===== config.mk =====
export PLATFORM = sky130hd
export DESIGN_NAME = utf8_to_utf32_stream_decoder
export DESIGN_NICKNAME = d
export VERILOG_FILES = /design/src/rtl/u8u32_pkg.sv /design/src/rtl/utf8_to_utf32_stream_decoder.sv
export SDC_FILE = /design/constraint.sdc
export NUM_CORES = 1
export LEC_CHECK = 0
export BUFFER_PORTS_ARGS = -buffer_cell sky130_fd_sc_hd__buf_2
export CORE_ASPECT_RATIO = 0.8
export CORE_MARGIN = 3
export CORE_UTILIZATION = 52
export DETAILED_ROUTE_END_ITERATION = 8
export PLACE_DENSITY = 0.86
export SYNTH_ARGS = -nofsm -noshare
export SYNTH_HDL_FRONTEND = slang
export SYNTH_SLANG_ARGS = --single-unit

===== constraint.sdc =====
create_clock -name clk -period 4.7 [get_ports clk]
set_input_delay 0 -clock clk [delete_from_list [all_inputs] [get_ports clk]]
set_output_delay 0 -clock clk [all_outputs]
set_load 0.01 [all_outputs]

===== src/rtl/u8u32_pkg.sv =====
`timescale 1ns / 1ps

package u8u32_pkg;

	// Common widths of the decoder datapath.
	localparam int CP_W    = 21;
	localparam int COUNT_W = 16;

	typedef logic [CP_W-1:0]    cp_t;
	typedef logic [COUNT_W-1:0] count_t;
	typedef logic [7:0]         byte_t;

	// Substitute for any invalid sequence.
	localparam cp_t REPL_CHAR = 21'h00FFFD;

	// Sequence length codes.
	localparam logic [2:0] SEQ_NONE = 3'd0;
	localparam logic [2:0] SEQ_TWO  = 3'd2;
	localparam logic [2:0] SEQ_THREE = 3'd3;
	localparam logic [2:0] SEQ_FOUR = 3'd4;

	// End reason codes.
	localparam logic END_ZERO_BYTE = 1'b0;
	localparam logic END_CAPACITY  = 1'b1;

	// Reset value of the capacity register.
	localparam count_t CAP_RESET = 16'hFFFF;

	// Checks a completed multi-byte value against the shortest form, the
	// surrogate range and the upper end of the code space.
	function automatic logic value_ok(input cp_t v, input logic [2:0] len);
		logic ok;
		begin
			ok = 1'b0;
			case (len)
				SEQ_TWO:   ok = (v >= 21'h000080);
				SEQ_THREE: ok = (v >= 21'h000800) && ((v < 21'h00D800) || (v > 21'h00DFFF));
				SEQ_FOUR:  ok = (v >= 21'h010000) && (v <= 21'h10FFFF);
				default:   ok = 1'b0;
			endcase
			return ok;
		end
	endfunction

endpackage


===== src/rtl/utf8_to_utf32_stream_decoder.sv =====
`timescale 1ns / 1ps

// UTF-8 to UTF-32 stream decoder with U+FFFD replacement.
// A code point passes from its last accepted byte through the input register, one decode
// step and the result register to the outputs.
// Throughput: one byte per cycle; a stalled output lets one more byte in, then holds.
// Reset (arst_n low) clears all valid flags and the sequence state and sets
// the output capacity to 65535.
module utf8_to_utf32_stream_decoder (
	input  logic                clk,
	input  logic                arst_n,
	// Configuration write channel.
	input  logic                cfg_valid,
	output logic                cfg_ready,
	input  u8u32_pkg::count_t   cfg_data,
	// Byte input channel.
	input  logic                in_valid,
	output logic                in_ready,
	input  u8u32_pkg::byte_t    in_byte,
	input  logic                first_of_string,
	// Code point output channel.
	output logic                out_valid,
	input  logic                out_ready,
	output u8u32_pkg::cp_t      code_point,
	output logic                is_replacement,
	output logic                is_last,
	output logic                end_reason,
	output u8u32_pkg::count_t   emitted_count
);
	import u8u32_pkg::*;

	// Configuration and decoder state.
	count_t     capacity_q;
	cp_t        partial_q;
	logic [1:0] trail_q;
	logic [2:0] seq_len_q;
	count_t     count_q;
	logic       done_q;

	// Input stage.
	logic       valid_s1;
	byte_t      byte_s1;
	logic       first_s1;

	// Result stage.
	logic       valid_s2;
	cp_t        cp_s2;
	logic       repl_s2;
	logic       last_s2;
	logic       reason_s2;
	count_t     count_s2;

	// Decode step outputs.
	logic       advance;
	logic       emit;
	cp_t        emit_cp;
	logic       emit_repl;
	logic       emit_zero;
	logic       emit_last;
	logic       emit_reason;
	count_t     next_count;
	cp_t        next_partial;
	logic [1:0] next_trail;
	logic [2:0] next_seq_len;
	logic       next_done;

	// Working values inside the decode step.
	cp_t        cur_partial;
	logic [1:0] cur_trail;
	logic [2:0] cur_seq_len;
	count_t     cur_count;
	logic       cur_done;
	cp_t        shifted;
	count_t     cap_eff;
	count_t     count_inc;

	// Stage 1 moves on whenever the result register is free or being drained.
	assign advance   = !valid_s2 || out_ready;
	assign in_ready  = !valid_s1 || advance;
	assign cfg_ready = 1'b1;

	// Decode one byte against the current sequence state.
	always_comb begin
		cur_partial = partial_q;
		cur_trail   = trail_q;
		cur_seq_len = seq_len_q;
		cur_count   = count_q;
		cur_done    = done_q;
		if (first_s1) begin
			cur_partial = '0;
			cur_trail   = '0;
			cur_seq_len = SEQ_NONE;
			cur_count   = '0;
			cur_done    = 1'b0;
		end

		emit         = 1'b0;
		emit_cp      = REPL_CHAR;
		emit_repl    = 1'b0;
		emit_zero    = 1'b0;
		next_partial = cur_partial;
		next_trail   = cur_trail;
		next_seq_len = cur_seq_len;
		shifted      = {cur_partial[CP_W-7:0], byte_s1[5:0]};

		if (cur_done) begin
			// String has ended: the byte is dropped.
			emit = 1'b0;
		end else if (cur_trail != 2'd0) begin
			if (byte_s1[7:6] != 2'b10) begin
				// Broken sequence: the offending byte is consumed.
				emit         = 1'b1;
				emit_repl    = 1'b1;
				next_partial = '0;
				next_trail   = '0;
				next_seq_len = SEQ_NONE;
			end else if (cur_trail == 2'd1) begin
				// Last trail byte completes the sequence.
				emit         = 1'b1;
				emit_repl    = !value_ok(shifted, cur_seq_len);
				emit_cp      = emit_repl ? REPL_CHAR : shifted;
				next_partial = '0;
				next_trail   = '0;
				next_seq_len = SEQ_NONE;
			end else begin
				next_partial = shifted;
				next_trail   = cur_trail - 2'd1;
			end
		end else if (!byte_s1[7]) begin
			// ASCII goes straight out; a zero byte ends the string.
			emit      = 1'b1;
			emit_cp   = {13'd0, byte_s1};
			emit_zero = (byte_s1 == 8'h00);
		end else if (byte_s1[7:5] == 3'b110) begin
			next_partial = {16'd0, byte_s1[4:0]};
			next_trail   = 2'd1;
			next_seq_len = SEQ_TWO;
		end else if (byte_s1[7:4] == 4'b1110) begin
			next_partial = {17'd0, byte_s1[3:0]};
			next_trail   = 2'd2;
			next_seq_len = SEQ_THREE;
		end else if (byte_s1[7:3] == 5'b11110) begin
			next_partial = {18'd0, byte_s1[2:0]};
			next_trail   = 2'd3;
			next_seq_len = SEQ_FOUR;
		end else begin
			// Stray trail byte or invalid lead byte.
			emit      = 1'b1;
			emit_repl = 1'b1;
		end

		// Count the emitted code point and check for the end of the string.
		cap_eff     = (capacity_q == '0) ? count_t'(1) : capacity_q;
		count_inc   = cur_count + count_t'(1);
		emit_last   = emit && (emit_zero || (count_inc >= cap_eff));
		emit_reason = emit_zero ? END_ZERO_BYTE : END_CAPACITY;
		next_count  = emit ? count_inc : cur_count;
		next_done   = cur_done || emit_last;
		if (emit_last) begin
			next_partial = '0;
			next_trail   = '0;
			next_seq_len = SEQ_NONE;
		end
	end

	// Capacity register.
	always_ff @(posedge clk or negedge arst_n) begin
		if (!arst_n) begin
			capacity_q <= CAP_RESET;
		end else if (cfg_valid && cfg_ready) begin
			capacity_q <= cfg_data;
		end
	end

	// Input register: takes a byte on every input transfer.
	always_ff @(posedge clk or negedge arst_n) begin
		if (!arst_n) begin
			valid_s1 <= 1'b0;
		end else if (in_ready) begin
			valid_s1 <= in_valid;
		end
	end

	always_ff @(posedge clk) begin
		if (in_valid && in_ready) begin
			byte_s1  <= in_byte;
			first_s1 <= first_of_string;
		end
	end

	// Sequence state, updated as each byte leaves stage 1.
	always_ff @(posedge clk or negedge arst_n) begin
		if (!arst_n) begin
			partial_q <= '0;
			trail_q   <= '0;
			seq_len_q <= SEQ_NONE;
			count_q   <= '0;
			done_q    <= 1'b0;
		end else if (valid_s1 && advance) begin
			partial_q <= next_partial;
			trail_q   <= next_trail;
			seq_len_q <= next_seq_len;
			count_q   <= next_count;
			done_q    <= next_done;
		end
	end

	// Result register.
	always_ff @(posedge clk or negedge arst_n) begin
		if (!arst_n) begin
			valid_s2 <= 1'b0;
		end else if (advance) begin
			valid_s2 <= valid_s1 && emit;
		end
	end

	always_ff @(posedge clk) begin
		if (advance && valid_s1 && emit) begin
			cp_s2     <= emit_cp;
			repl_s2   <= emit_repl;
			last_s2   <= emit_last;
			reason_s2 <= emit_last ? emit_reason : END_ZERO_BYTE;
			count_s2  <= next_count;
		end
	end

	assign out_valid      = valid_s2;
	assign code_point     = cp_s2;
	assign is_replacement = repl_s2;
	assign is_last        = last_s2;
	assign end_reason     = reason_s2;
	assign emitted_count  = count_s2;

endmodule

== Word-level counts from Yosys, hierarchy flattened ==
Cells that the tools add are included.

* $add $sub $neg: 2
* Magnitude comparators: 7
* Equal/unequal tests: 8
* Muxes and demuxes: 60
* Reduce and logical (&&, ||, !) cells: 18

{| class="wikitable"
|+ Operators by type and width
! cell !! number
|-
| 21-bit two-way mux || 14
|-
| 16-bit two-way mux || 4
|-
| 3-bit two-way mux || 10
|-
| 21-bit by 12-bit >= comparator with 1-bit output, second input constant || 1
|-
| 21-bit by 17-bit >= comparator with 1-bit output, second input constant || 1
|-
| 21-bit by 8-bit >= comparator with 1-bit output, second input constant || 1
|-
| 21-bit by 16-bit > comparator with 1-bit output, second input constant || 1
|-
| 21-bit <= comparator, second input constant || 1
|-
| 21-bit by 16-bit less-than comparator with 1-bit output, second input constant || 1
|-
| 1-bit two-way mux || 21
|-
| 2-bit two-way mux || 10
|-
| 16-bit by 1-bit adder with 16-bit output, second input constant || 1
|-
| 16-bit >= comparator || 1
|-
| 16-bit zero test || 1
|-
| 8-bit zero test || 1
|-
| 1-bit logical AND || 7
|-
| 3-bit by 2-bit equality test with 1-bit output, second input constant || 2
|-
| 3-bit equality test, second input constant || 2
|-
| 5-bit equality test, second input constant || 1
|-
| 1-bit logical OR || 5
|-
| 4-bit equality test, second input constant || 1
|-
| 1-bit zero test || 3
|-
| 1-bit case mux with 3 select lines || 1
|-
| 2-bit by 1-bit equality test with 1-bit output, second input constant || 1
|-
| 3 further kinds || 3
|}

* Bits in registers: 110
* Input bits: 30
* Output and inout bits: 43
* Logic and storage cells: 110

== Logic depth before layout (Yosys ltp) ==
Gate-level depths: netlist (run 1).

* Depth after elaboration: 13
* Depth in mapped cells: 16
* Depth with buffers taken out: 15

== Least setup slack after synthesis (run 1) ==
No wires, ideal clock.

* Path type: register to register
* Start: register first_s1
* End: register cp_s2[0] (netlist: code_point[0]) (enable)
* Setup time: 0.487 ns
* Arrival: 4.427 ns
* Required time: 4.213 ns
* Setup slack: -0.214 ns
* Cell stages (with the launch flop): 8
* Path buffers: 1
* Period minus slack after synthesis: 4.914 ns
* Cell sequence: edfxtp_1 clkbuf_1 clkinv_1 nand2_1 ha_1 nor4b_2 a31o_1 nor3_1

* Word-level cells in the longest chain between the ends: 7
* Elaborated cells on any way between the ends: 9
* Classes of those cells: 1 x eq/ne; 6 x mux; 2 x reduce/logical

{| class="wikitable"
|+ RTL lines
! item !! line !! RTL
|-
| start, declared || utf8_to_utf32_stream_decoder.sv:43 || <nowiki>logic first_s1;</nowiki>
|-
| start signal, assigned || utf8_to_utf32_stream_decoder.sv:187 || <nowiki>first_s1 <= first_of_string;</nowiki>
|-
| 2-bit two-way mux || utf8_to_utf32_stream_decoder.sv:89 || <nowiki>if (first_s1) begin</nowiki>
|-
| 2-bit by 1-bit equality test with 1-bit output || utf8_to_utf32_stream_decoder.sv:117 || <nowiki>end else if (cur_trail == 2'd1) begin</nowiki>
|-
| 1-bit two-way mux || utf8_to_utf32_stream_decoder.sv:117 ||
|-
| 1-bit two-way mux || utf8_to_utf32_stream_decoder.sv:110 || <nowiki>if (byte_s1[7:6] != 2'b10) begin</nowiki>
|-
| 1-bit two-way mux || utf8_to_utf32_stream_decoder.sv:109 || <nowiki>end else if (cur_trail != 2'd0) begin</nowiki>
|-
| 1-bit two-way mux * || utf8_to_utf32_stream_decoder.sv:106 || <nowiki>if (cur_done) begin</nowiki>
|-
| 1-bit logical AND * || utf8_to_utf32_stream_decoder.sv:218 || <nowiki>if (advance && valid_s1 && emit) begin</nowiki>
|-
| end signal, assigned || utf8_to_utf32_stream_decoder.sv:219 || <nowiki>cp_s2 <= emit_cp;</nowiki>
|-
| end, declared || utf8_to_utf32_stream_decoder.sv:47 || <nowiki>cp_t cp_s2;</nowiki>
|}

Every way passes the cells marked *; elsewhere a longest branch is shown, timed or not.
A chain may end at the register's enable or synchronous reset.

== Worst setup path after layout (run 1) ==
* Start: register first_s1
* End: register partial_q[8]

* Word-level cells in the longest chain between the ends: 8
* Elaborated cells on any way between the ends: 25
* Classes of those cells: 1 x add/sub; 1 x order compare; 1 x eq/ne; 19 x mux; 3 x reduce/logical

{| class="wikitable"
|+ RTL lines
! item !! line !! RTL
|-
| branches (longest 7 deep; another with 16-bit by 1-bit adder with 16-bit output) || n/a ||
|-
| 21-bit two-way mux * || utf8_to_utf32_stream_decoder.sv:159 || <nowiki>if (emit_last) begin</nowiki>
|-
| end signal, assigned || utf8_to_utf32_stream_decoder.sv:200 || <nowiki>partial_q <= next_partial;</nowiki>
|-
| end, declared || utf8_to_utf32_stream_decoder.sv:34 || <nowiki>cp_t partial_q;</nowiki>
|}

Mark *: on every way between the ends.

==> metrics.cfg, run 1 <==
[run_status]
status = completed

[power_and_ir_drop]
p_leak_nw = 2.752
pwr_density_cell_mw_per_mm2 = 424.4
ir_drop_mv = 0.2711

[die]
fp.dieH_um = 97.93
die-width_um = 120.9
design.die.area_mm2 = 0.01184
start_util_pct = 55.10
row_count = 32
io_pins = 73
core_mm2 = 0.009970

[timing]
rsz0062_at_grt = false
slew_headroom_pct = 37.00
period_share_pct = 89.93
hold_slack_ns = 0.08743
setup_tns_ns = 0
hold_viol = 0
period_needed_ns = 4.227
fmax_mhz = 236.6
drv_slew = 0
tightestPinTransition_ns = 0.9378
fin_skew_ns = 0.007978
setup-violations-final = 0

[global_routing]
grt_overflow_total = 0
use_met2_pct = 36.64
grt_use_met1_pct = 31.93
grt_pass1_wl_um = 22290
grt_pass1_vias = 4440
met3_usage_pct = 6.022
grt_max_degree = 56
grt.busiest_layer = met2
antenna_found_initial = 0
gr-usage-all-layers_pct = 23.71

[worst_setup_path]
reg2reg_from = first_s1$_DFFE_PP_
arrival_ns = 4.47
crit_path_max_incr_delay_ns = 0.76
endpoint_kind = register
path_cells = nor2b_1 > ha_1 > nand3_1 > nor4_1 > nand3_1 > nor2_1 > xnor2_1 > nor2_1 > ha_1 > a211oi_1 > o21ai_0 > o211ai_1 > buf_4 > nor3b_1
cp_max_fo = 17
cp-start-kind = register
worstSetupPathType = register to register
required_ns = 4.95
crit_start = first_s1$_DFFE_PP_
critical_path.slowest_cell = nor4_1

[cells_and_area]
nFillCells = 704
regArea_mm2 = 0.002868
post-route-util_pct = 65.88
finalNetCount = 681
fin_area_mm2 = 0.006568
drive_gt1_share_pct = 20.72
antenna_cells = 0
multi_input_area_mm2 = 0.002420
fin_cells = 773
area_delta_synth_final_pct = 19.57

[place]
gp_congestion = 0.8733
dpl-instance-area_mm2 = 0.005983
dp.cells = 727
dpl.hpwl_um = 9137
io_buffers = 71

[clock_tree]
worst_skew_pair.late_latency_ns = 0.35
clk_pin_slew_ns = 0.07
cts_root_buffer = clkbuf_16
cts_inserted_buffers = 9
cts_resized = 0
cts.sinks = 104
tritoncts = built
cts_buffer_depth = 2
h-tree-depth = 3

[synth]
synth_cells = 538
syn-cell-area_mm2 = 0.005493
synth_area_leaders = edfxtp_1 (27%), dfrtp_1 (18%), dfstp_2 (7.7%), nand2_1 (5.0%), ha_1 (4.3%)
synth_edf_count = 49
ys_types = 69
syn_nets = 587
yosysMostFrequentCell = nand2_1
avgSynthCellArea_um2 = 10.21
yosysSeqAreaShare_pct = 52.21
synth_largest_area_cell = edfxtp_1
synth_seq_cells = 104
yosysWarnings = 0
synthTopCellsByCount = nand2_1 (73), edfxtp_1 (49), o21ai_0 (46)
synth_top_cell_area_share_pct = 26.79
synth_async_sr_flop_share_pct = 52.88
ys.flop_type = edfxtp_1

[detailed_routing]
vias = 4503
firstDrtPassIters = 5
vias_per_cell = 5.825
drtIter0Drc = 531
post_drt_wl_per_cell_um = 17.70
wl_um = 13680
drcViolationCount = 0
ant_nets = 0

[worst_hold_path]
hold_class = input port to register
worstHoldStart = cfg_valid

[run]
cap_violations = 0

==> power breakdown <==
part           switching [W]  internal [W]  total [W]
Combinational       0.000459      0.000299   0.000758
Clock               0.000347      0.000374   0.000721
Sequential          0.000145       0.00116    0.00131
==> what timing repair did <==
action | in CTS | in global routing
hold buffers | 29 | 0
hold endpoints to repair | 66 | 0
setup buffers | 0 | 0
==> area by class of cell <==
class | instances | area share (%)
repair buffers | 111 | 11.28
multi-input cells | 384 | 36.85
well taps | 136 | 2.591
clock inverters | 6 | 0.8764
flip-flops and latches | 104 | 43.67
inverters | 22 | 1.257
clock buffers | 10 | 3.486
==> sequential cells by signal (all words and copies together) (netlist names) <==
name            cells
done_q              1
seq_len_q           3
first_s1            1
byte_s1             8
valid_s1            1
capacity_q         16
emitted_count      16
trail_q             2
out_valid           1
is_last             1
end_reason          1
partial_q          15
code_point         21
count_q            16
is_replacement      1
==> per-stage QoR <==
| step | power, W | worst slack, ns |
|---|---|---|
| 2_1_floorplan | 0.001786 | 1.017 |
| 3_3_place_gp | 0.001997 | 0.4320 |
| 3_5_place_dp | 0.002033 | 0.1407 |
| 4_1_cts | 0.002771 | 0.1229 |
| 5_1_grt | 0.002920 | 0.1747 |
| 6_report | 0.002788 | 0.4734 |
==> final timing paths <==
kind | cells past startpoint | end | slack (ns)
worst min-delay path | 3 | capacity_q[11]$_DFFE_PN1P_ | 0.09
worst max-delay path | 14 | partial_q[8]$_DFFE_PN0P_ | 0.47
min in group asynchronous | 3 | count_q[2]$_DFFE_PN0P_ | 0.33
worst min register to register | 2 | done_q$_DFFE_PN0P_ | 0.51
max in group asynchronous | 3 | count_q[10]$_DFFE_PN0P_ | 3.90
worst max register to register | 14 | partial_q[8]$_DFFE_PN0P_ | 0.47
==> kinds of logic after synthesis <==
logic type,synth area share [%]
and+or+nand+nor,18.72
AOI/OAI and AO/OA,14.33
DFF,52.21
buffers and inverters,3.940
xor gates and xnor gates,4.305
adders and majority gates,4.328
muxes,2.096
other,0.06827
==> placed cells by master (no fill, tap or decap), types with 5 or more instances in the layout <==
cell and count:
dfrtp_1 39, mux2i_1 7, buf_2 71, nor3_1 11
nand2b_1 6, o21ai_0 46, nor3b_1 9, clkbuf_16 9
nor2b_1 8, a21oi_1 23, inv_1 21, a21o_1 12
ha_1 19, nand3_1 14, buf_4 10, xnor2_1 14
dlygate4sd3_1 29, nand2_1 73, a21boi_0 10, dfstp_2 16
o211ai_1 5, nor4_1 9, nor2_1 36, edfxtp_1 49
xor2_1 13, and2_1 7
==> metal layers <==
layer / wire, um / vias to the layer above / share of wire, %
met5: 0 / - / 0
met4: 461 / 0 / 3.4
met3: 1123 / 44 / 8.2
met2: 6352 / 226 / 46
met1: 5747 / 2129 / 42
li1: - / 2104 / -
==> critical path: cells and delay by family (launching register included) <==
kind                     cells  cell delay [ns]
AND/OR/NAND/NOR              7             2.00
AO/OA/AOI/OAI                3             0.78
adder cells (fa/ha/maj)      2             0.48
flip-flops                   1             0.44
buffers and inverters        1             0.29
XOR/XNOR                     1             0.13
Note: power is estimated with default switching activity, not from simulation.
==> inputs of run 2 (changes only) <==
Settings changed: CORE_UTILIZATION 52 to 58, CTS_BUF_LIST from default to sky130_fd_sc_hd__clkbuf_16, PLACE_DENSITY 0.86 to 0.9, SLEW_MARGIN from default to 40.
Clock period 4.7 ns to 4.2 ns, I/O delays scaled along.
==> metrics.cfg, run 2 (synthesis results as in run 1) <==
[run_status]
status = completed

[global_routing]
gr-usage-all-layers_pct = 26.83  ; +3.1 points
grt_pass1_vias = 4627  ; +4.2%
grt_overflow_total = 0  ; unchanged
grt_pass1_wl_um = 22470  ; +0.80%
grt_max_degree = 56  ; unchanged
antenna_found_initial = 0  ; unchanged

[timing]
setup-violations-final = 0  ; unchanged
fmax_mhz = 264.8  ; +12%
hold_viol = 0  ; unchanged
period_share_pct = 89.92  ; about the same
drv_slew = 0  ; unchanged
slew_headroom_pct = 49.51  ; +13 points
tightestPinTransition_ns = 0.7505  ; -0.1874 ns
fin_skew_ns = 0.008192  ; +0.0002138 ns
period_needed_ns = 3.777  ; -0.4500 ns
rsz0062_at_grt = false
setup_tns_ns = 0  ; unchanged
setup_ws_ns = 0.4234  ; -0.04998 ns

[detailed_routing]
vias_per_cell = 6.013  ; +3.2%
ant_nets = 0  ; unchanged
drcViolationCount = 0  ; unchanged
drtIter0Drc = 526  ; -0.94%
vias = 4522  ; +0.42%
firstDrtPassIters = 6  ; +1
post_drt_wl_per_cell_um = 18.32  ; +3.5%
wl_um = 13770  ; +0.66%

[clock_tree]
clk_pin_slew_ns = 0.08  ; about the same
tritoncts = built
h-tree-depth = 3  ; unchanged
cts_root_buffer = clkbuf_16
cts.sinks = 104  ; unchanged
cts_setup_buffers = 0  ; unchanged
worst_skew_pair.late_latency_ns = 0.35  ; about the same
cts_resized = 0  ; unchanged
cts_inserted_buffers = 9  ; unchanged
cts_buffer_depth = 2  ; unchanged

[place]
dpl.hpwl_um = 9145  ; about the same
dp.cells = 707  ; -2.8%
preCtsSetupSlack_ns = 0.5019  ; +0.3611 ns
io_buffers = 71  ; unchanged
gp_congestion = 0.9052  ; +3.7%

[cells_and_area]
largest_reg_flops = 21  ; unchanged
layout_common_cells = nand2_1 (73), buf_2 (71), edfxtp_1 (49), o21ai_0 (46), dfrtp_1 (39)
post-route-util_pct = 71.75  ; +5.9 points
antenna_cells = 0  ; unchanged
drive_gt1_share_pct = 21.04  ; +0.31 points
layout_commonest_cell = nand2_1
fin_cells = 752  ; -2.7%
area_delta_synth_final_pct = 19.57  ; unchanged
finalNetCount = 681  ; unchanged

[worst_setup_path]
crit_start = first_s1$_DFFE_PP_
endpoint_kind = register
arrival_ns = 4.01  ; -0.46 ns
reg2reg_from = first_s1$_DFFE_PP_
cp_max_fo = 20  ; +3
worst-r2r-setup-slack_ns = 0.42  ; -0.05 ns
r2r_cells = 16  ; +2
cp-start-kind = register
r2r-end = partial_q[11]$_DFFE_PN0P_
worstSetupPathType = register to register
required_ns = 4.44  ; -0.51 ns

[die]
die-width_um = 114.8  ; -5.0%
io_pins = 73  ; unchanged
start_util_pct = 60.01  ; +4.9 points
design.die.area_mm2 = 0.01068  ; -9.8%
fp.dieH_um = 93.04  ; -5.0%
row_count = 31  ; -3.1%
core_mm2 = 0.009154  ; -8.2%

[power_and_ir_drop]
pwr-share-clk_pct = 28.3  ; +2.4 points
switchingPower_w = 0.001089  ; +14%
switching_share_pct = 33.98  ; -0.15 points
ir_drop_mv = 0.3866  ; +43%
comb_power_share_pct = 25.9  ; -1.3 points
power_w = 0.003205  ; +15%
p_int_w = 0.002116  ; +15%
p_leak_nw = 2.766  ; +0.52%
power_frac_seq_pct = 45.8  ; -1.1 points
pwr_density_cell_mw_per_mm2 = 487.9  ; +15%

[run]
cap_violations = 0  ; unchanged

[worst_hold_path]
hold_class = input port to register
worstHoldStart = cfg_valid
holdPathStages = 3  ; unchanged
hold_path_end = capacity_q[12]$_DFFE_PN1P_

-- run 2: cell type report --
type | count | area [um^2]
Fill cell | 636 | 2586
Sequential cell | 104 | 2868
Clock inverter | 7 | 95.09
Timing Repair Buffer | 111 | 728.2
Clock buffer | 9 | 225.2
Inverter | 22 | 82.58
Multi-Input combinational cell | 384 | 2425
Tap cell | 115 | 143.9
-- run 2: metrics by stage --
step | cell area (um^2) | hold slack (ns)
floorplan | 5498 | -0.2956
global placement | 5952 | 0.1721
detailed placement | 5952 | 0.1739
CTS | 6563 | 0.07019
global route | 6568 | 0.1365
finish | 6568 | 0.08885
-- run 2: critical path: stages (launching register included) --
cell and delay [ns]:
edfxtp_1 0.51, nor2b_1 0.32, ha_1 0.27, nand3_1 0.24, nor4_1 0.36, buf_4 0.19, nand3_1 0.13, nor2_1 0.16
xnor2_1 0.14, nor2_1 0.06, ha_1 0.31, nand4_1 0.08, a21o_1 0.16, a41oi_1 0.22, o211ai_1 0.11, buf_4 0.24
nor3b_1 0.16
-- run 2: routing by layer --
metal,share of wire [%],routed length (um),GRT usage [%]
met5,0,0,0
met4,3.1,431,10.36
met3,8.5,1168,6.404
met2,47,6506,43.22
met1,41,5666,35.30
-- run 2: worst max path at each step --
stage / end / slack [ns]
after floorplan: code_point[0]$_SDFFCE_PP1P_ / 0.52
after global placement: partial_q[9]$_DFFE_PN0P_ / 0.75
after detailed placement: partial_q[5]$_DFFE_PN0P_ / 0.50
after CTS: partial_q[11]$_DFFE_PN0P_ / 0.47
after global routing: partial_q[5]$_DFFE_PN0P_ / 0.07
final: partial_q[11]$_DFFE_PN0P_ / 0.42
-- run 2: power groups by stage --
stage	registers [W]	clock network [W]	logic [W]
2_1_floorplan	0.00147	0	0.000533
3_3_place_gp	0.00147	0	0.000758
3_5_place_dp	0.00148	0	0.000796
4_1_cts	0.00146	0.000906	0.000823
5_1_grt	0.00149	0.000947	0.000924
6_report	0.00147	0.000905	0.000831
-- run 2: timing repair --
action,CTS,global route
hold buffers,29,0
hold endpoints to repair,66,0
endpoints found under the setup margin,0,0
